==> src/rtl/cwt_pkg.sv <==
// Package for the completion window tracker: field widths, operation codes,
// controller states and the structs passed between the tracker's modules.
// No dependencies.
`timescale 1ns / 1ps

package cwt_pkg;

   // Channel field widths
   localparam int FIELD_W = 32;
   localparam int OP_W    = 3;

   // Parameter defaults and reset value of the first valid id
   localparam int DEF_WINDOW  = 64;
   localparam int DEF_ID_BITS = 32;
   localparam int FVI_RESET   = 1;

   // Operation codes carried on the request channel
   typedef enum logic [OP_W-1:0] {
      OP_CLEAR    = 3'd0,
      OP_QUERY    = 3'd1,
      OP_START    = 3'd2,
      OP_ABORT    = 3'd3,
      OP_COMPLETE = 3'd4,
      OP_RECOVER  = 3'd5,
      OP_NEXT     = 3'd6
   } op_type;

   // Controller states
   typedef enum logic [2:0] {
      ST_IDLE,
      ST_EXEC,
      ST_QUERY_RD,
      ST_SCAN,
      ST_NEXT_CHK,
      ST_WIPE,
      ST_PUSH
   } state_type;

   // What a window scan looks for
   typedef enum logic [1:0] {
      SCAN_COMPLETE,
      SCAN_RECOVER,
      SCAN_NEXT
   } scan_mode_type;

   // Id classification against the low mark, from the decoder
   typedef struct packed {
      logic above;
      logic inwin;
      logic below_first;
      logic off_zero;
      logic oow;
   } dec_flags_type;

   // One result item
   typedef struct packed {
      logic               should_process;
      logic [FIELD_W-1:0] next_id;
      logic               next_found;
      logic [FIELD_W-1:0] low_mark;
      logic               out_of_window;
   } rsp_type;

endpackage

==> src/rtl/cwt_req_if.sv <==
// Request channel of the completion window tracker: valid/ready and one item.
// Depends on cwt_pkg.
`timescale 1ns / 1ps

interface cwt_req_if;
   import cwt_pkg::*;

   logic               valid;
   logic               ready;
   logic [OP_W-1:0]    operation;
   logic [FIELD_W-1:0] item_id;

   modport source (output valid, output operation, output item_id, input ready);
   modport sink   (input valid, input operation, input item_id, output ready);

endinterface

==> src/rtl/cwt_rsp_if.sv <==
// Response channel of the completion window tracker: valid/ready and one result.
// Depends on cwt_pkg.
`timescale 1ns / 1ps

interface cwt_rsp_if;
   import cwt_pkg::*;

   logic               valid;
   logic               ready;
   logic               should_process;
   logic [FIELD_W-1:0] next_id;
   logic               next_found;
   logic [FIELD_W-1:0] low_mark;
   logic               out_of_window;

   modport source (output valid, output should_process, output next_id,
                   output next_found, output low_mark, output out_of_window,
                   input ready);
   modport sink   (input valid, input should_process, input next_id,
                   input next_found, input low_mark, input out_of_window,
                   output ready);

endinterface

==> src/rtl/cwt_bit_ram.sv <==
// One-bit-wide synchronous RAM, one write and one read port, registered read.
// Holds one window bitmap of the tracker; no dependencies beyond cwt_pkg defaults.
`timescale 1ns / 1ps

module cwt_bit_ram #(
   parameter int  DEPTH = cwt_pkg::DEF_WINDOW,
   localparam int AW    = $clog2(DEPTH)
) (
   input  logic          clock,
   input  logic          wr_en,
   input  logic [AW-1:0] wr_addr,
   input  logic          wr_data,
   input  logic [AW-1:0] rd_addr,
   output logic          rd_data
);

   logic mem [DEPTH];
   logic rd_data_ff;

   // Write port
   always_ff @(posedge clock) begin
      if (wr_en) begin
         mem[wr_addr] <= wr_data;
      end
   end

   // Read port, registered
   always_ff @(posedge clock) begin
      rd_data_ff <= mem[rd_addr];
   end

   assign rd_data = rd_data_ff;

endmodule

==> src/rtl/cwt_id_decode.sv <==
// Request capture and id classification against the low mark and window.
// Depends on cwt_pkg.
`timescale 1ns / 1ps

module cwt_id_decode #(
   parameter int  WINDOW  = cwt_pkg::DEF_WINDOW,
   parameter int  ID_BITS = cwt_pkg::DEF_ID_BITS,
   localparam int AW      = $clog2(WINDOW),
   localparam int PW      = $clog2(WINDOW + 1),
   localparam int CW      = (ID_BITS > PW) ? ID_BITS : PW
) (
   input  logic                       clock,
   input  logic                       accept,
   input  logic [cwt_pkg::OP_W-1:0]   operation,
   input  logic [ID_BITS-1:0]         item_id,
   input  logic [ID_BITS-1:0]         low_mark,
   input  logic [ID_BITS-1:0]         first_valid_id,
   output cwt_pkg::op_type            dec_op,
   output logic [ID_BITS-1:0]         dec_id,
   output cwt_pkg::dec_flags_type     dec_flags,
   output logic [AW-1:0]              dec_off
);
   import cwt_pkg::*;

   op_type              op;
   logic [ID_BITS-1:0]  off;
   dec_flags_type       flags;

   op_type              op_ff;
   logic [ID_BITS-1:0]  id_ff;
   dec_flags_type       flags_ff;
   logic [AW-1:0]       off_ff;

   // Classify the id relative to the low mark
   always_comb begin
      op                = op_type'(operation);
      off               = item_id - low_mark;
      flags.above       = (item_id >= low_mark);
      flags.inwin       = flags.above && (CW'(off) < CW'(WINDOW));
      flags.below_first = (item_id < first_valid_id);
      flags.off_zero    = (off == '0);
      flags.oow         = (op inside {OP_QUERY, OP_START, OP_ABORT, OP_COMPLETE})
                          && flags.above && !flags.inwin;
   end

   // Hold the item and its classification for the controller
   always_ff @(posedge clock) begin
      if (accept) begin
         op_ff    <= op;
         id_ff    <= item_id;
         flags_ff <= flags;
         off_ff   <= AW'(off);
      end
   end

   assign dec_op    = op_ff;
   assign dec_id    = id_ff;
   assign dec_flags = flags_ff;
   assign dec_off   = off_ff;

endmodule

==> src/rtl/cwt_ctrl.sv <==
// Tracker controller: low mark and highest-seen state, window pointer, and the
// sequencer that reads, scans and rewrites the done and busy RAMs. Depends on cwt_pkg.
`timescale 1ns / 1ps

module cwt_ctrl #(
   parameter int  WINDOW  = cwt_pkg::DEF_WINDOW,
   parameter int  ID_BITS = cwt_pkg::DEF_ID_BITS,
   localparam int AW      = $clog2(WINDOW),
   localparam int PW      = $clog2(WINDOW + 1)
) (
   input  logic                    clock,
   input  logic                    reset,
   input  logic                    accept,
   input  cwt_pkg::op_type         dec_op,
   input  logic [ID_BITS-1:0]      dec_id,
   input  cwt_pkg::dec_flags_type  dec_flags,
   input  logic [AW-1:0]           dec_off,
   input  logic [ID_BITS-1:0]      first_valid_id,
   output logic                    req_ready,
   output logic [ID_BITS-1:0]      low_mark,
   output logic                    res_valid,
   input  logic                    res_taken,
   output cwt_pkg::rsp_type        res,
   output logic [AW-1:0]           rd_addr,
   input  logic                    done_rd,
   input  logic                    busy_rd,
   output logic                    done_we,
   output logic [AW-1:0]           done_wa,
   output logic                    done_wd,
   output logic                    busy_we,
   output logic [AW-1:0]           busy_wa,
   output logic                    busy_wd
);
   import cwt_pkg::*;

   state_type           state_ff, state_in;
   logic [ID_BITS-1:0]  low_mark_ff, low_mark_in;
   logic [ID_BITS-1:0]  hs_ff, hs_in;
   logic                hsv_ff, hsv_in;
   logic [AW-1:0]       ptr_ff, ptr_in;
   logic [PW-1:0]       scan_pos_ff, scan_pos_in;
   logic                rd_valid_ff, rd_valid_in;
   logic [AW-1:0]       rd_pos_ff, rd_pos_in;
   logic [AW-1:0]       rd_wa_ff, rd_wa_in;
   scan_mode_type       mode_ff, mode_in;
   logic [AW-1:0]       top_ff, top_in;
   logic                top_found_ff, top_found_in;
   logic                cond_ff, cond_in;
   logic [PW-1:0]       wipe_pos_ff, wipe_pos_in;
   logic [PW-1:0]       wipe_end_ff, wipe_end_in;
   logic                wipe_busy_ff, wipe_busy_in;
   logic                wipe_adv_ff, wipe_adv_in;
   logic                wipe_push_ff, wipe_push_in;
   logic [ID_BITS-1:0]  cand_ff, cand_in;
   logic                sp_ff, sp_in;
   logic [ID_BITS-1:0]  nid_ff, nid_in;
   logic                nfound_ff, nfound_in;
   logic                oow_ff, oow_in;

   logic [AW-1:0]       item_addr;
   logic [AW-1:0]       scan_addr;
   logic [AW-1:0]       wipe_addr;
   logic [PW-1:0]       wipe_next;
   logic [PW-1:0]       jump;
   logic                stop;
   logic                issue;
   logic                scan_end;

   // Window position to RAM address: pointer plus position, wrapped once
   function automatic logic [AW-1:0] wrap_add(input logic [AW-1:0] base,
                                              input logic [PW-1:0] step);
      logic [AW:0] sum;
      sum = {1'b0, base} + (AW+1)'(step);
      if (sum >= (AW+1)'(WINDOW)) begin
         sum = sum - (AW+1)'(WINDOW);
      end
      return sum[AW-1:0];
   endfunction

   // Control state
   always_ff @(posedge clock) begin
      if (reset) begin
         state_ff     <= ST_WIPE;
         low_mark_ff  <= ID_BITS'(FVI_RESET);
         hs_ff        <= '0;
         hsv_ff       <= 1'b0;
         ptr_ff       <= '0;
         scan_pos_ff  <= '0;
         rd_valid_ff  <= 1'b0;
         mode_ff      <= SCAN_COMPLETE;
         top_found_ff <= 1'b0;
         cond_ff      <= 1'b0;
         wipe_pos_ff  <= '0;
         wipe_end_ff  <= PW'(WINDOW);
         wipe_busy_ff <= 1'b1;
         wipe_adv_ff  <= 1'b0;
         wipe_push_ff <= 1'b0;
      end else begin
         state_ff     <= state_in;
         low_mark_ff  <= low_mark_in;
         hs_ff        <= hs_in;
         hsv_ff       <= hsv_in;
         ptr_ff       <= ptr_in;
         scan_pos_ff  <= scan_pos_in;
         rd_valid_ff  <= rd_valid_in;
         mode_ff      <= mode_in;
         top_found_ff <= top_found_in;
         cond_ff      <= cond_in;
         wipe_pos_ff  <= wipe_pos_in;
         wipe_end_ff  <= wipe_end_in;
         wipe_busy_ff <= wipe_busy_in;
         wipe_adv_ff  <= wipe_adv_in;
         wipe_push_ff <= wipe_push_in;
      end
   end

   // Scan payload and result fields
   always_ff @(posedge clock) begin
      rd_pos_ff <= rd_pos_in;
      rd_wa_ff  <= rd_wa_in;
      top_ff    <= top_in;
      cand_ff   <= cand_in;
      sp_ff     <= sp_in;
      nid_ff    <= nid_in;
      nfound_ff <= nfound_in;
      oow_ff    <= oow_in;
   end

   // Addresses and scan decisions
   always_comb begin
      item_addr = wrap_add(ptr_ff, PW'(dec_off));
      scan_addr = wrap_add(ptr_ff, scan_pos_ff);
      wipe_addr = wrap_add(ptr_ff, wipe_pos_ff);
      wipe_next = wipe_pos_ff + PW'(1);
      stop      = rd_valid_ff &&
                  (((mode_ff == SCAN_COMPLETE) && !done_rd) ||
                   ((mode_ff == SCAN_NEXT) && !done_rd && !busy_rd));
      issue     = !stop && (scan_pos_ff != PW'(WINDOW));
      scan_end  = stop || (!rd_valid_ff && (scan_pos_ff == PW'(WINDOW)));
      jump      = stop ? PW'(rd_pos_ff) : PW'(WINDOW);
   end

   // Sequencer: next state, RAM commands and result
   always_comb begin
      state_in     = state_ff;
      low_mark_in  = low_mark_ff;
      hs_in        = hs_ff;
      hsv_in       = hsv_ff;
      ptr_in       = ptr_ff;
      scan_pos_in  = scan_pos_ff;
      rd_valid_in  = 1'b0;
      rd_pos_in    = rd_pos_ff;
      rd_wa_in     = rd_wa_ff;
      mode_in      = mode_ff;
      top_in       = top_ff;
      top_found_in = top_found_ff;
      cond_in      = cond_ff;
      wipe_pos_in  = wipe_pos_ff;
      wipe_end_in  = wipe_end_ff;
      wipe_busy_in = wipe_busy_ff;
      wipe_adv_in  = wipe_adv_ff;
      wipe_push_in = wipe_push_ff;
      cand_in      = cand_ff;
      sp_in        = sp_ff;
      nid_in       = nid_ff;
      nfound_in    = nfound_ff;
      oow_in       = oow_ff;
      req_ready    = 1'b0;
      res_valid    = 1'b0;
      rd_addr      = item_addr;
      done_we      = 1'b0;
      done_wa      = item_addr;
      done_wd      = 1'b0;
      busy_we      = 1'b0;
      busy_wa      = item_addr;
      busy_wd      = 1'b0;

      case (state_ff)
         ST_IDLE: begin
            req_ready = 1'b1;
            if (accept) begin
               state_in = ST_EXEC;
            end
         end

         ST_EXEC: begin
            sp_in     = 1'b0;
            nid_in    = '0;
            nfound_in = 1'b0;
            oow_in    = dec_flags.oow;
            state_in  = ST_PUSH;
            case (dec_op)
               OP_CLEAR: begin
                  hs_in        = '0;
                  hsv_in       = 1'b0;
                  low_mark_in  = first_valid_id;
                  ptr_in       = '0;
                  wipe_pos_in  = '0;
                  wipe_end_in  = PW'(WINDOW);
                  wipe_busy_in = 1'b1;
                  wipe_adv_in  = 1'b0;
                  wipe_push_in = 1'b1;
                  state_in     = ST_WIPE;
               end
               OP_QUERY: begin
                  // read the done bit; note the id as seen
                  if (!hsv_ff || (dec_id > hs_ff)) begin
                     hs_in  = dec_id;
                     hsv_in = 1'b1;
                  end
                  state_in = ST_QUERY_RD;
               end
               OP_START: begin
                  busy_we = dec_flags.inwin;
                  busy_wd = 1'b1;
               end
               OP_ABORT: begin
                  busy_we = dec_flags.inwin;
                  busy_wd = 1'b0;
               end
               OP_COMPLETE: begin
                  if (!dec_flags.below_first && dec_flags.inwin) begin
                     busy_we = 1'b1;
                     busy_wd = 1'b0;
                     if (!dec_flags.off_zero) begin
                        done_we = 1'b1;
                        done_wd = 1'b1;
                     end else begin
                        // mark reached: scan the done run above it
                        mode_in     = SCAN_COMPLETE;
                        scan_pos_in = PW'(1);
                        state_in    = ST_SCAN;
                     end
                  end
               end
               OP_RECOVER: begin
                  mode_in      = SCAN_RECOVER;
                  scan_pos_in  = '0;
                  top_found_in = 1'b0;
                  cond_in      = !hsv_ff || (low_mark_ff <= hs_ff);
                  state_in     = ST_SCAN;
               end
               OP_NEXT: begin
                  mode_in     = SCAN_NEXT;
                  scan_pos_in = '0;
                  state_in    = ST_SCAN;
               end
               default: begin
                  state_in = ST_PUSH;
               end
            endcase
         end

         ST_QUERY_RD: begin
            sp_in    = dec_flags.above && (!dec_flags.inwin || !done_rd);
            state_in = ST_PUSH;
         end

         ST_SCAN: begin
            // drop each done id that the low mark moves past
            if (rd_valid_ff && (mode_ff == SCAN_COMPLETE) && done_rd) begin
               done_we = 1'b1;
               done_wa = rd_wa_ff;
               done_wd = 1'b0;
               busy_we = 1'b1;
               busy_wa = rd_wa_ff;
               busy_wd = 1'b0;
            end
            // remember the highest done position
            if (rd_valid_ff && (mode_ff == SCAN_RECOVER) && done_rd) begin
               top_in       = rd_pos_ff;
               top_found_in = 1'b1;
            end
            // issue the next read ahead of the data
            rd_addr = scan_addr;
            if (issue) begin
               rd_valid_in = 1'b1;
               rd_pos_in   = AW'(scan_pos_ff);
               rd_wa_in    = scan_addr;
               scan_pos_in = scan_pos_ff + PW'(1);
            end
            if (scan_end) begin
               rd_valid_in = 1'b0;
               case (mode_ff)
                  SCAN_COMPLETE: begin
                     ptr_in      = wrap_add(ptr_ff, jump);
                     low_mark_in = low_mark_ff + ID_BITS'(jump);
                     state_in    = ST_PUSH;
                  end
                  SCAN_NEXT: begin
                     cand_in  = low_mark_ff + ID_BITS'(jump);
                     state_in = ST_NEXT_CHK;
                  end
                  SCAN_RECOVER: begin
                     if (top_found_ff) begin
                        wipe_pos_in  = '0;
                        wipe_end_in  = PW'(top_ff) + PW'(1);
                        wipe_busy_in = cond_ff;
                        wipe_adv_in  = cond_ff;
                        wipe_push_in = 1'b1;
                        state_in     = ST_WIPE;
                     end else begin
                        state_in = ST_PUSH;
                     end
                  end
                  default: begin
                     state_in = ST_PUSH;
                  end
               endcase
            end
         end

         ST_NEXT_CHK: begin
            if (hsv_ff && (cand_ff <= hs_ff)) begin
               nfound_in = 1'b1;
               nid_in    = cand_ff;
            end
            state_in = ST_PUSH;
         end

         ST_WIPE: begin
            // clear one entry a cycle from the bottom of the window
            done_we     = 1'b1;
            done_wa     = wipe_addr;
            done_wd     = 1'b0;
            busy_we     = wipe_busy_ff;
            busy_wa     = wipe_addr;
            busy_wd     = 1'b0;
            wipe_pos_in = wipe_next;
            if (wipe_next == wipe_end_ff) begin
               if (wipe_adv_ff) begin
                  ptr_in      = wrap_add(ptr_ff, wipe_end_ff);
                  low_mark_in = low_mark_ff + ID_BITS'(wipe_end_ff);
               end
               state_in = wipe_push_ff ? ST_PUSH : ST_IDLE;
            end
         end

         ST_PUSH: begin
            res_valid = 1'b1;
            if (res_taken) begin
               state_in = ST_IDLE;
            end
         end

         default: begin
            state_in = ST_IDLE;
         end
      endcase
   end

   // Result item
   always_comb begin
      res.should_process = sp_ff;
      res.next_id        = FIELD_W'(nid_ff);
      res.next_found     = nfound_ff;
      res.low_mark       = FIELD_W'(low_mark_ff);
      res.out_of_window  = oow_ff;
   end

   assign low_mark = low_mark_ff;

endmodule

==> src/rtl/completion_window_tracker.sv <==
// Completion window tracker: low mark plus done/busy window bitmaps kept in two RAMs.
// Start, abort, complete off the mark and no-op go from exec straight to the result;
// query reads the done bit first. Ready returns the cycle after the result is handed
// to the output. Complete at the mark scans the done run; next scans the run of done
// or busy ids; recover scans the whole window, then wipes up to its highest done
// entry, if any; clear wipes the whole window.
// Reset: synchronous; a clearing pass over the window follows, with req ready low.
`timescale 1ns / 1ps

module completion_window_tracker #(
   parameter int WINDOW  = cwt_pkg::DEF_WINDOW,
   parameter int ID_BITS = cwt_pkg::DEF_ID_BITS
) (
   input  logic                          clock,
   input  logic                          reset,
   cwt_req_if.sink                       req_chan,
   cwt_rsp_if.source                     rsp_chan,
   input  logic                          csr_wr_en,
   input  logic [cwt_pkg::FIELD_W-1:0]   csr_wr_data
);
   import cwt_pkg::*;

   localparam int AW = $clog2(WINDOW);

   logic [ID_BITS-1:0]  fvi_ff;
   rsp_type             rsp_ff;
   logic                rsp_valid_ff, rsp_valid_in;

   logic                req_ready;
   logic                accept;
   logic [ID_BITS-1:0]  low_mark;
   logic                res_valid;
   logic                res_taken;
   rsp_type             res;

   op_type              dec_op;
   logic [ID_BITS-1:0]  dec_id;
   dec_flags_type       dec_flags;
   logic [AW-1:0]       dec_off;

   logic [AW-1:0]       rd_addr;
   logic                done_rd, busy_rd;
   logic                done_we, done_wd, busy_we, busy_wd;
   logic [AW-1:0]       done_wa, busy_wa;

   assign accept         = req_chan.valid && req_ready;
   assign req_chan.ready = req_ready;

   // First valid id register
   always_ff @(posedge clock) begin
      if (reset) begin
         fvi_ff <= ID_BITS'(FVI_RESET);
      end else if (csr_wr_en) begin
         fvi_ff <= ID_BITS'(csr_wr_data);
      end
   end

   cwt_id_decode #(
      .WINDOW  (WINDOW),
      .ID_BITS (ID_BITS)
   ) u_decode (
      .clock          (clock),
      .accept         (accept),
      .operation      (req_chan.operation),
      .item_id        (ID_BITS'(req_chan.item_id)),
      .low_mark       (low_mark),
      .first_valid_id (fvi_ff),
      .dec_op         (dec_op),
      .dec_id         (dec_id),
      .dec_flags      (dec_flags),
      .dec_off        (dec_off)
   );

   cwt_ctrl #(
      .WINDOW  (WINDOW),
      .ID_BITS (ID_BITS)
   ) u_ctrl (
      .clock          (clock),
      .reset          (reset),
      .accept         (accept),
      .dec_op         (dec_op),
      .dec_id         (dec_id),
      .dec_flags      (dec_flags),
      .dec_off        (dec_off),
      .first_valid_id (fvi_ff),
      .req_ready      (req_ready),
      .low_mark       (low_mark),
      .res_valid      (res_valid),
      .res_taken      (res_taken),
      .res            (res),
      .rd_addr        (rd_addr),
      .done_rd        (done_rd),
      .busy_rd        (busy_rd),
      .done_we        (done_we),
      .done_wa        (done_wa),
      .done_wd        (done_wd),
      .busy_we        (busy_we),
      .busy_wa        (busy_wa),
      .busy_wd        (busy_wd)
   );

   cwt_bit_ram #(
      .DEPTH (WINDOW)
   ) u_done_ram (
      .clock   (clock),
      .wr_en   (done_we),
      .wr_addr (done_wa),
      .wr_data (done_wd),
      .rd_addr (rd_addr),
      .rd_data (done_rd)
   );

   cwt_bit_ram #(
      .DEPTH (WINDOW)
   ) u_busy_ram (
      .clock   (clock),
      .wr_en   (busy_we),
      .wr_addr (busy_wa),
      .wr_data (busy_wd),
      .rd_addr (rd_addr),
      .rd_data (busy_rd)
   );

   // Output register: take a result whenever the slot is empty or draining
   assign res_taken = !rsp_valid_ff || rsp_chan.ready;

   always_comb begin
      rsp_valid_in = rsp_valid_ff;
      if (res_valid && res_taken) begin
         rsp_valid_in = 1'b1;
      end else if (rsp_chan.ready) begin
         rsp_valid_in = 1'b0;
      end
   end

   always_ff @(posedge clock) begin
      if (reset) begin
         rsp_valid_ff <= 1'b0;
      end else begin
         rsp_valid_ff <= rsp_valid_in;
      end
   end

   always_ff @(posedge clock) begin
      if (res_valid && res_taken) begin
         rsp_ff <= res;
      end
   end

   assign rsp_chan.valid          = rsp_valid_ff;
   assign rsp_chan.should_process = rsp_ff.should_process;
   assign rsp_chan.next_id        = rsp_ff.next_id;
   assign rsp_chan.next_found     = rsp_ff.next_found;
   assign rsp_chan.low_mark       = rsp_ff.low_mark;
   assign rsp_chan.out_of_window  = rsp_ff.out_of_window;

   // One item in work at a time
   a_one_item: assert property (@(posedge clock) disable iff (reset)
      accept |=> !req_ready)
      else $error("tracker took a second item while one was in work");

   // Low mark moves only while an item is in work
   a_mark_idle: assert property (@(posedge clock) disable iff (reset)
      (req_ready && $past(req_ready)) |-> $stable(low_mark))
      else $error("low mark changed while the tracker was idle");

   // A next result never carries query or window flags
   a_next_fields: assert property (@(posedge clock) disable iff (reset)
      rsp_chan.valid |->
         !(rsp_chan.next_found && (rsp_chan.should_process || rsp_chan.out_of_window)))
      else $error("result mixes next-found with query or window flags");

endmodule

==> src/flat_wrapper.sv <==
// flat-port wrapper written by rule: the top's interface ports become plain ports
module completion_window_tracker_flat import cwt_pkg::*;
#(
   parameter int WINDOW  = cwt_pkg::DEF_WINDOW,
   parameter int ID_BITS = cwt_pkg::DEF_ID_BITS
)
  (clock, reset, csr_wr_en, csr_wr_data, req_chan_valid, req_chan_operation, req_chan_item_id, req_chan_ready, rsp_chan_valid, rsp_chan_should_process, rsp_chan_next_id, rsp_chan_next_found, rsp_chan_low_mark, rsp_chan_out_of_window, rsp_chan_ready);
  cwt_req_if req_chan_i ();
  cwt_rsp_if rsp_chan_i ();
  input  logic clock;
  input  logic reset;
  input  logic csr_wr_en;
  input  logic [cwt_pkg::FIELD_W-1:0] csr_wr_data;
  input wire logic [$bits(req_chan_i.valid)-1:0] req_chan_valid;
  input wire logic [$bits(req_chan_i.operation)-1:0] req_chan_operation;
  input wire logic [$bits(req_chan_i.item_id)-1:0] req_chan_item_id;
  output wire logic [$bits(req_chan_i.ready)-1:0] req_chan_ready;
  output wire logic [$bits(rsp_chan_i.valid)-1:0] rsp_chan_valid;
  output wire logic [$bits(rsp_chan_i.should_process)-1:0] rsp_chan_should_process;
  output wire logic [$bits(rsp_chan_i.next_id)-1:0] rsp_chan_next_id;
  output wire logic [$bits(rsp_chan_i.next_found)-1:0] rsp_chan_next_found;
  output wire logic [$bits(rsp_chan_i.low_mark)-1:0] rsp_chan_low_mark;
  output wire logic [$bits(rsp_chan_i.out_of_window)-1:0] rsp_chan_out_of_window;
  input wire logic [$bits(rsp_chan_i.ready)-1:0] rsp_chan_ready;
  assign req_chan_i.valid = req_chan_valid;
  assign req_chan_i.operation = req_chan_operation;
  assign req_chan_i.item_id = req_chan_item_id;
  assign req_chan_ready = req_chan_i.ready;
  assign rsp_chan_valid = rsp_chan_i.valid;
  assign rsp_chan_should_process = rsp_chan_i.should_process;
  assign rsp_chan_next_id = rsp_chan_i.next_id;
  assign rsp_chan_next_found = rsp_chan_i.next_found;
  assign rsp_chan_low_mark = rsp_chan_i.low_mark;
  assign rsp_chan_out_of_window = rsp_chan_i.out_of_window;
  assign rsp_chan_i.ready = rsp_chan_ready;
  completion_window_tracker #(.WINDOW(WINDOW), .ID_BITS(ID_BITS)) u_core (.clock(clock), .reset(reset), .req_chan(req_chan_i), .rsp_chan(rsp_chan_i), .csr_wr_en(csr_wr_en), .csr_wr_data(csr_wr_data));
endmodule
==> config.mk <==
export PLATFORM = sky130hd
export DESIGN_NAME = completion_window_tracker_flat
export DESIGN_NICKNAME = d
export VERILOG_FILES = /design/src/rtl/cwt_pkg.sv /design/src/rtl/cwt_req_if.sv /design/src/rtl/cwt_rsp_if.sv /design/src/rtl/cwt_bit_ram.sv /design/src/rtl/cwt_id_decode.sv /design/src/rtl/cwt_ctrl.sv /design/src/rtl/completion_window_tracker.sv /design/src/flat_wrapper.sv
export SDC_FILE = /design/constraint.sdc
export NUM_CORES = 1
export LEC_CHECK = 0
export BUFFER_PORTS_ARGS = -buffer_cell sky130_fd_sc_hd__clkbuf_2
export CORE_ASPECT_RATIO = 0.5
export CORE_UTILIZATION = 30
export DETAILED_ROUTE_END_ITERATION = 6
export SLEW_MARGIN = 20
export SYNTH_ARGS = -nofsm -noshare
export SYNTH_HDL_FRONTEND = slang
export SYNTH_SLANG_ARGS = --single-unit
==> constraint.sdc <==
create_clock -name clock -period 8 [get_ports clock]
set_input_delay 1.6 -clock clock [delete_from_list [all_inputs] [get_ports clock]]
set_output_delay 1.6 -clock clock [all_outputs]
set_load 0.01 [all_outputs]
# Word level (Yosys, flattened, before mapping)
# Memory sizes are Yosys's and may differ from the RTL's. A register that Yosys moved wholly into a read port is not among the register bits.
# Index checks and enable logic that the tools add are counted.
# W data, S select, Z words.
# word_totals
wordCells,263
latchBits,0
mem_count,2
rom_bits,0
ram_bits,128
reg_bits,334
inputBits,72
out_inout_bits,69
# classes
mux,93
n_mul,0
n_shift,0
div,0
bitwise,1
reduce_logical,62
n_eq_ne,40
n_lt_le_gt_ge,11
n_addsub,16
# memory_table
name,words,word_bits,rd,rd_ports_with_merged_regs,write_ports,line_no,source
u_core.u_busy_ram.mem,64,1,1,1,1,cwt_bit_ram.sv:17,logic mem [DEPTH];
u_core.u_done_ram.mem,64,1,1,1,1,cwt_bit_ram.sv:17,
# op_table
op,count
$mux W32,7
$pmux W32 S2,2
$pmux W32 S3,1
$mux W7,12
$mux W6,12
$add A32 B7 Y32,2
$le A32 B32 Y1,2
$pmux W7 S2,3
$ge A7 B7 Y1 const B,5
$ge A32 B32 Y1,1
$gt A32 B32 Y1,1
$logic_not A32 Y1,1
$lt A32 B32 Y1,1
$lt A32 B7 Y1 const B,1
$sub A32 B32 Y32,1
$sub A6 B1 Y6 const B,5
$mux W1,29
$add A6 B7 Y7,4
$ne A2 B2 Y1 const B,11
$eq A3 B3 Y1 const B,7
$mux W3,7
$pmux W7 S3,1
$eq A3 B2 Y1 const B,6
$logic_and A1 B1 Y1,18
other kinds (36),83

# Longest topological paths before layout
# Gate-level depths: netlist of the first run.
# depth
ltp_word,12
ltp_mapped,17

# Hierarchy
# Synthesis of the first run repeated with hierarchy kept, for this count alone.
# hier_totals
cells_unflattened,2570
hier_area_um2,26546.7
# modules_own_cells
mod,seq_area_each_um2,area_per_inst_um2,n_inst,cells_each
cwt_ctrl,4614.4,12979.9,1,1467
cwt_id_decode,1381.3,4485.6,1,517
completion_window_tracker,2672.6,3230.6,1,177
cwt_bit_ram at u_core.u_busy_ram,1941.9,2936.6,1,205
cwt_bit_ram at u_core.u_done_ram,1941.9,2914.0,1,204

# Least setup slack after synthesis of the first run
# No wires, ideal clock.
# synth_timing
kind,input to register
from,input rsp_chan_ready
to,"register u_core.rsp_ff, in the netlist u_core.rsp_chan.low_mark[0], enable pin"
cell_stages,2
t_arrival_ns,6.230
path_slack_ns,1.195
path_cell_list,nor2b_1 > nor3_1
# synth_between
elab_chain_cells,2
# synth_rtl
element,line_no,source
from (decl),flat_wrapper.sv:24,input wire logic [$bits(rsp_chan_i.ready)-1:0] rsp_chan_ready;
$logic_or A1 B1 Y1,completion_window_tracker.sv:125,assign res_taken = !rsp_valid_ff || rsp_chan.ready;
$logic_and A1 B1 Y1,completion_window_tracker.sv:145,if (res_valid && res_taken) begin
to (signal assigned),completion_window_tracker.sv:146,rsp_ff <= res;
to (decl),completion_window_tracker.sv:26,rsp_type rsp_ff;
# Every way passes these cells.
# A chain may end at the register's enable or synchronous reset.

# Final worst setup path of the first run
# layout_timing
from,register u_core.u_ctrl.mode_ff[0]
to,"register u_core.u_ctrl.low_mark_ff[22], in the netlist u_core.u_ctrl.low_mark[22]"
# layout_between
elab_chain_cells,10
elab_cells_between_ends,16
# layout_rtl
element,line_no,source
from (decl),cwt_ctrl.sv:45,"scan_mode_type mode_ff, mode_in;"
from (signal assigned),cwt_ctrl.sv:106,mode_ff <= mode_in;
$eq A2 B2 Y1,cwt_ctrl.sv:137,((mode_ff == SCAN_NEXT) && !done_rd && !busy_rd));
$logic_and A1 B1 Y1 (2 in series),cwt_ctrl.sv:137,
$logic_or A1 B1 Y1,cwt_ctrl.sv:136,(((mode_ff == SCAN_COMPLETE) && !done_rd) ||
$logic_and A1 B1 Y1,cwt_ctrl.sv:135,stop = rd_valid_ff &&
$mux W7,cwt_ctrl.sv:140,jump = stop ? PW'(rd_pos_ff) : PW'(WINDOW);
$add A32 B7 Y32,cwt_ctrl.sv:287,low_mark_in = low_mark_ff + ID_BITS'(jump);
$mux W32,cwt_ctrl.sv:284,case (mode_ff)
$mux W32,cwt_ctrl.sv:282,if (scan_end) begin
$pmux W32 S3,cwt_ctrl.sv:178,case (state_ff)
to (signal assigned),cwt_ctrl.sv:84,low_mark_ff <= ID_BITS'(FVI_RESET);
to (signal assigned),cwt_ctrl.sv:100,low_mark_ff <= low_mark_in;
to (decl),cwt_ctrl.sv:37,"logic [ID_BITS-1:0] low_mark_ff, low_mark_in;"
# Several ways; a longest one is shown, not always the timed one. The select of a mux whose other input is x is not followed.

==> flow_summary.ini, run 1 <==
[final_layout]
fin_nets = 2853
area_delta_synth_final_pct = 13.7
drive_gt1_frac = 0.131
final_cells = 3766
num-fill-cells = 8542

[power]
max-vdd-ir-drop_mv = 0.177
p_leak_nw = 10.5
p_per_area_nw_per_um2 = 239

[worst_hold_path]
holdCritStartpoint = u_core.u_ctrl.nid_ff[17]$_SDFFCE_PN0P_
hold_path_class = register to register
min_path_cells = 0
hold_path_end = u_core.rsp_chan.next_id[17]$_DFFE_PP_

[worst_setup_path]
arrival_ps = 5140
critPathMaxFanout = 9
path_delay_family = compound AO/OA/AOI/OAI gates
cp-start-kind = register
timing.rr.end = u_core.u_ctrl.low_mark[22]$_SDFFE_PP0P_
reg2reg_slack_ps = 3320
crit_cells = 17
rr_worst_depth = 17
slowest_stage = a2111oi_0
cp.buffers_inverters = 2
cp-end-kind = register
cp_slowest_stage_delay_ps = 940
required_ps = 8460
path_class = register to register
worstPathCellList = inv_1 -> ha_1 -> nand2b_1 -> a21oi_1 -> and2_1 -> ha_1 -> inv_1 -> fa_1 -> nor2b_1 -> o21a_1 -> o21ai_0 -> a2111oi_0 -> xnor2_1 -> a22oi_1 -> o21ai_0 -> a21oi_1 -> a311oi_1
rr_startpoint = u_core.u_ctrl.mode_ff[0]$_SDFFE_PP0P_

[floorplanning]
start_util = 0.307
core-area_um2 = 84800
fp-row-count = 75
dieArea_um2 = 88000
pin_count = 141
die_height_um = 210
die_x_um = 419

[synthesis]
ys_async_sr_fraction = 0
ys_seq_area_frac = 0.482
synth_warnings = 0
syn_area_um2 = 26000
avgSynthCellArea_um2 = 10.5
postSynthCellCount = 2468
syn-num-nets = 2747
synth_seq_cells = 464
synth_edf_count = 326
synth.distinct_cells = 91
synthFlopType = edfxtp_1

[grt]
grt_pass1_vias = 19100
grt_max_degree = 90
grt_overflow = 0
grt_first_pass_wirelength_mm = 121
grt.total_usage = 0.180
antenna_found_initial = 2

[detailed_routing]
wl_per_cell_um = 21.5
first_pass_iters = 6
drc = 0
vias = 19900
viasPerCell = 5.29
postRouteAntennaNets = 0
dr.first_iter.drc_count = 1818
wl_mm = 80.8

[cts]
clkSinkCount = 464
htreeDepth = 2
numCtsBuffers = 47
cts_resized = 0
clk_latency_ps = 630
cts_max_path_buffers = 3
post_cts_buffers = 0
hold_buffers = 0
path_clk_slew_ps = 70
cts_tree = yes
cts-root-buf = clkbuf_16

[timing]
fin_skew_ps = 40.5
rsz0062_at_grt = no
slew_headroom = 0.283
drv_slew = 0
min_period_over_period = 0.585
min_period_ps = 4680
setup_viol_count_final = 0
setup_tns_ps = 0
worst_pin_slew_ps = 1080
max_freq_ghz = 0.214
hold_violations = 0

[placed_design]
placedCellCount = 3680
gp_congestion = 0.984
numPortBuffers = 140
hpwl_mm = 61.2

[run]
drv_cap = 0

[status]
status = completed
[how the worst max path moves through the flow]
stage | startpoint | endpoint | slack [ps]
after CTS | u_core.u_ctrl.mode_ff[0]$_SDFFE_PP0P_ | u_core.u_ctrl.low_mark[22]$_SDFFE_PP0P_ | 3500
after detailed placement | req_chan_item_id[0] | u_core.u_decode.dec_flags[0]$_DFFE_PP_ | 3050
after global routing | u_core.u_ctrl.mode_ff[0]$_SDFFE_PP0P_ | u_core.u_ctrl.low_mark[26]$_SDFFE_PP0P_ | 3120
after global placement | req_chan_item_id[0] | u_core.u_decode.dec_flags[0]$_DFFE_PP_ | 3090
final | u_core.u_ctrl.mode_ff[0]$_SDFFE_PP0P_ | u_core.u_ctrl.low_mark[22]$_SDFFE_PP0P_ | 3320
after floorplan | rsp_chan_ready | u_core.rsp_chan.low_mark[0]$_DFFE_PP_ | 1190
[synth_stat cells (55+ instances only)]
library cell  count  area share
a21o_1           67       0.019
a21oi_1         171       0.033
clkbuf_1         73       0.011
dfxtp_1         138        0.11
edfxtp_1        326        0.38
ha_1            200       0.096
inv_1           135       0.019
mux2i_1          60       0.023
nand2_1         164       0.024
nand2b_1         55       0.013
nand3_1          74       0.014
nor2_1          275       0.040
o21ai_0          76       0.015
xnor2_1          60       0.020
[power breakdown]
group,internal [mW],switching (mW),total (mW)
clock,1.35,0.986,2.34
sequential,2.76,0.107,2.86
combinational,0.558,1.31,1.87
[worst register-to-register path: cells and delay by family, from the launching register on]
| family | cells | cell delay (ps) |
|---|---|---|
| and+or+nand+nor | 3 | 520 |
| adders and majority gates | 3 | 770 |
| buffers and inverters | 2 | 130 |
| AOI/OAI and AO/OA | 8 | 2470 |
| DFF | 1 | 330 |
| xor gates and xnor gates | 1 | 320 |
[cell families after synthesis]
| group | after synthesis | synth area share |
|---|---|---|
| mux | 107 | 0.0573 |
| fa+ha+maj | 207 | 0.101 |
| compound gates | 537 | 0.136 |
| buf+inv | 248 | 0.0396 |
| simple gates | 817 | 0.152 |
| xor+xnor | 88 | 0.0307 |
| flops | 464 | 0.482 |
[metal layers]
layer / share of wire / GRT usage
met1: 0.46 / 0.257
met2: 0.44 / 0.283
met3: 0.075 / 0.0322
met4: 0.023 / 0.0445
met5: 0 / 0
[sequential cells by signal, indices dropped and copies added (netlist names), 32 cells and up]
| register | cells |
|---|---|
| u_core.u_ctrl.hs_ff | 32 |
| u_core.u_done_ram.mem | 64 |
| u_core.rsp_chan.low_mark | 32 |
| u_core.u_ctrl.cand_ff | 32 |
| u_core.u_ctrl.nid_ff | 32 |
| u_core.rsp_chan.next_id | 32 |
| u_core.u_ctrl.low_mark | 32 |
| u_core.u_busy_ram.mem | 64 |
| u_core.fvi_ff | 32 |
| u_core.u_decode.dec_id | 32 |
[cells in the final DEF (no fill, tap or decap), types with 27 or more instances in the layout]
cell type and instances:
edfxtp_1 326, nor2_1 273, ha_1 200, a21oi_1 171, nand2_1 164, clkbuf_2 139, dfxtp_1 138, inv_1 135
o21ai_0 76, nand3_1 74, a21o_1 67, xnor2_1 60, mux2i_1 57, nand2b_1 55, nand4_1 51, clkbuf_16 49
and2_1 46, nor3_1 35, mux4_2 32, buf_4 29, o21a_1 27
[layout make-up]
type,instances,area (µm²),share of cell area
flip-flops and latches,464,12600,0.424
well taps,1155,1450,0.0488
clock inverters,30,379,0.0128
clock buffers,54,1240,0.0421
repair buffers,168,913,0.0309
diodes,2,5.00,0.000169
inverters,137,514,0.0174
multi-input cells,1756,12500,0.424
[metrics by stage]
stage / cell area [µm²] / utilization / hold WS [ps] / total power, mW / setup WS [ps]
after detailed placement: 28000 / 0.330 / 405 / 4.75 / 3050
after CTS: 29600 / 0.349 / 420 / 7.09 / 3500
after global placement: 28000 / 0.330 / 403 / 4.74 / 3090
after global routing: 29600 / 0.349 / 423 / 7.37 / 3120
after floorplan: 26000 / - / 400 / 4.10 / 1190
final: 29600 / 0.349 / 417 / 7.07 / 3320
Note: power is estimated with default switching activity, not from simulation.
==> run 2: changes to the inputs <==
Settings changed: ABC_AREA from default to 1.
Clock period 8 ns to 3.75 ns, I/O delays scaled along.
==> flow_summary.ini, run 2 <==
[status]
status = complete, but fails checks
violations = design-rule violations

[detailed_routing]
dr.first_iter.drc_count = 2411
first_pass_iters = 7
viasPerCell = 4.99
drc = 19
wl_per_cell_um = 19.2
wl_mm = 89.5
postRouteAntennaNets = 0
vias = 23300

[final_layout]
num-fill-cells = 9165
fin_nets = 3715
drive_gt1_frac = 0.104
utilization = 0.350
final_common_cell = nand2_1
reg.largest.list = u_core.u_busy_ram.mem (64), u_core.u_done_ram.mem (64)
area_delta_synth_final_pct = 14.8
final_cell_mix = nand2_1 (695), nor2_1 (436), inv_1 (394)
final_cells = 4662

[synthesis]
synth_top_cell_area_share = 0.361
ys_async_sr_fraction = 0
syn-num-nets = 3561
avgSynthCellArea_um2 = 8.25
ys_top_cells_by_count = nand2_1 (696), nor2_1 (442), inv_1 (395), edfxtp_1 (326), a21oi_1 (225)
ys_top_cells_by_area = edfxtp_1 (36%), dfxtp_1 (10%), nand2_1 (9.6%)
synth_edf_count = 326
synth_warnings = 0
yosys.area.top_type = edfxtp_1
postSynthCellCount = 3282
synthFlopType = edfxtp_1
ys_seq_area_frac = 0.463
synth_seq_cells = 464
synth.distinct_cells = 59
synth.most_common_cell = nand2_1
syn_area_um2 = 27100

[worst_setup_path]
required_ps = 4310
path_delay_family = simple AND/OR/NAND/NOR gates
cp.buffers_inverters = 2
arrival_ps = 3950
cp-start-kind = register
cp-end-kind = register
worstPathCellList = inv_1 -> ha_1 -> inv_1 -> nor2_1 -> o21ai_2 -> nor2_1 -> ha_1 -> nand2_1 -> nor2_1 -> nand2_1 -> a21oi_1 -> nand2_1 -> nor2_1 -> xor2_1 -> nand2_1 -> nand2_1 -> nor2_1 -> nor2_1
slowest_stage = ha_1
cpMostUsedCell = nor2_1
critPathMaxFanout = 10
cp_slowest_stage_delay_ps = 380
path_class = register to register

[timing]
min_period_ps = 3390
fin_skew_ps = 32.2
hold_violations = 0
slew_headroom = 0.359
rsz0062_at_grt = no
worst_pin_slew_ps = 953
setup_tns_ps = 0
finalWorstSetupSlack_ps = 363
drv_slew = 0
setup_viol_count_final = 0
max_freq_ghz = 0.295
min_period_over_period = 0.903

[cts]
path_clk_slew_ps = 60
clkSinkCount = 464
clk_latency_ps = 630
htreeDepth = 2
cts_max_path_buffers = 3
numCtsBuffers = 49
cts-root-buf = clkbuf_16
cts_tree = yes
hold_buffers = 0

[worst_hold_path]
hold_path_class = input pin to register

[grt]
grt_pass1_vias = 21800
grt_max_degree = 67
grt_overflow = 0
antenna_found_initial = 2
grt_first_pass_wirelength_mm = 134
grt.total_usage = 0.191

[placed_design]
hpwl_mm = 67.1
gp_congestion = 0.960
dp_slack_ps = 287
placedCellCount = 4570
numPortBuffers = 140

[floorplanning]
fp-row-count = 77
pin_count = 141
core-area_um2 = 88900
die_height_um = 214
die_x_um = 427
start_util = 0.305
dieArea_um2 = 91600

[run]
drv_cap = 0

[power]
p_leak_nw = 12.7
total_power_mw = 21.7
p_per_area_nw_per_um2 = 698
max-vdd-ir-drop_mv = 0.505
run 2: cell count changes in the layout (fill, tap and decap cells not counted), moves of 55 or more:
| cell | change |
|---|---|
| a21o_1 | -66 |
| inv_1 | +259 |
| mux2i_1 | -57 |
| nand2_1 | +531 |
| nand2b_1 | -55 |
| nand3_1 | +83 |
| nor2_1 | +163 |
| o21ai_0 | +131 |
run 2: path summary, 6_finish.rpt:
path	startpoint	slack, ps	to	cells past startpoint
setup / recovery	u_core.u_ctrl.mode_ff[0]$_SDFFE_PP0P_	360	u_core.u_ctrl.low_mark[23]$_SDFFE_PP0P_	18
hold reg to reg	u_core.u_ctrl.nid_ff[13]$_SDFFCE_PN0P_	420	u_core.rsp_chan.next_id[13]$_DFFE_PP_	0
setup reg to reg	u_core.u_ctrl.mode_ff[0]$_SDFFE_PP0P_	360	u_core.u_ctrl.low_mark[23]$_SDFFE_PP0P_	18
hold / removal	req_chan_operation[1]	340	u_core.u_decode.dec_op[1]$_DFFE_PP_	1
run 2: report_power, final:
group / internal, mW / total [mW] / switching [mW]
clock network: 2.73 / 4.94 / 2.21
registers: 6.30 / 6.79 / 0.491
logic: 2.86 / 9.98 / 7.12
run 2: layout make-up:
type	count	area [µm²]	area share
Multi-Input combinational cell	2297	12600	0.406
Tap cell	1185	1480	0.0477
Timing Repair Buffer	204	1270	0.0408
Sequential cell	464	12600	0.404
Antenna cell	1	2.50	0.0000804
Clock inverter	32	282	0.00905
Clock buffer	59	1320	0.0423
Inverter	420	1580	0.0508
run 2: kinds of logic after synthesis:
group | after synthesis | synth area share
and+or+nand+nor | 1500 | 0.238
buffers and inverters | 521 | 0.0739
DFF | 464 | 0.463
adders and majority gates | 207 | 0.0975
AOI/OAI and AO/OA | 539 | 0.111
xor gates and xnor gates | 51 | 0.0165
run 2: layer usage:
layer | global-route usage | routed length (µm) | vias to the layer above | share of wire
met5 | 0 | 0 | - | 0
li1 | - | - | 11300 | -
met3 | 0.0309 | 6530 | 128 | 0.073
met2 | 0.305 | 40700 | 793 | 0.45
met1 | 0.267 | 40000 | 11000 | 0.45
met4 | 0.0536 | 2260 | 0 | 0.025
run 2: repair_timing:
item                                    4_1_cts  5_1_grt
buffers inserted                              0        0
gates resized for setup                       0        2
endpoints found under the setup margin        0        3
run 2: through the flow:
stage	area [µm²]	hold WS, ps
after detailed placement	29500	405
after floorplan	27100	400
after CTS	31100	308
after global routing	31100	322
final	31100	342
after global placement	29500	407
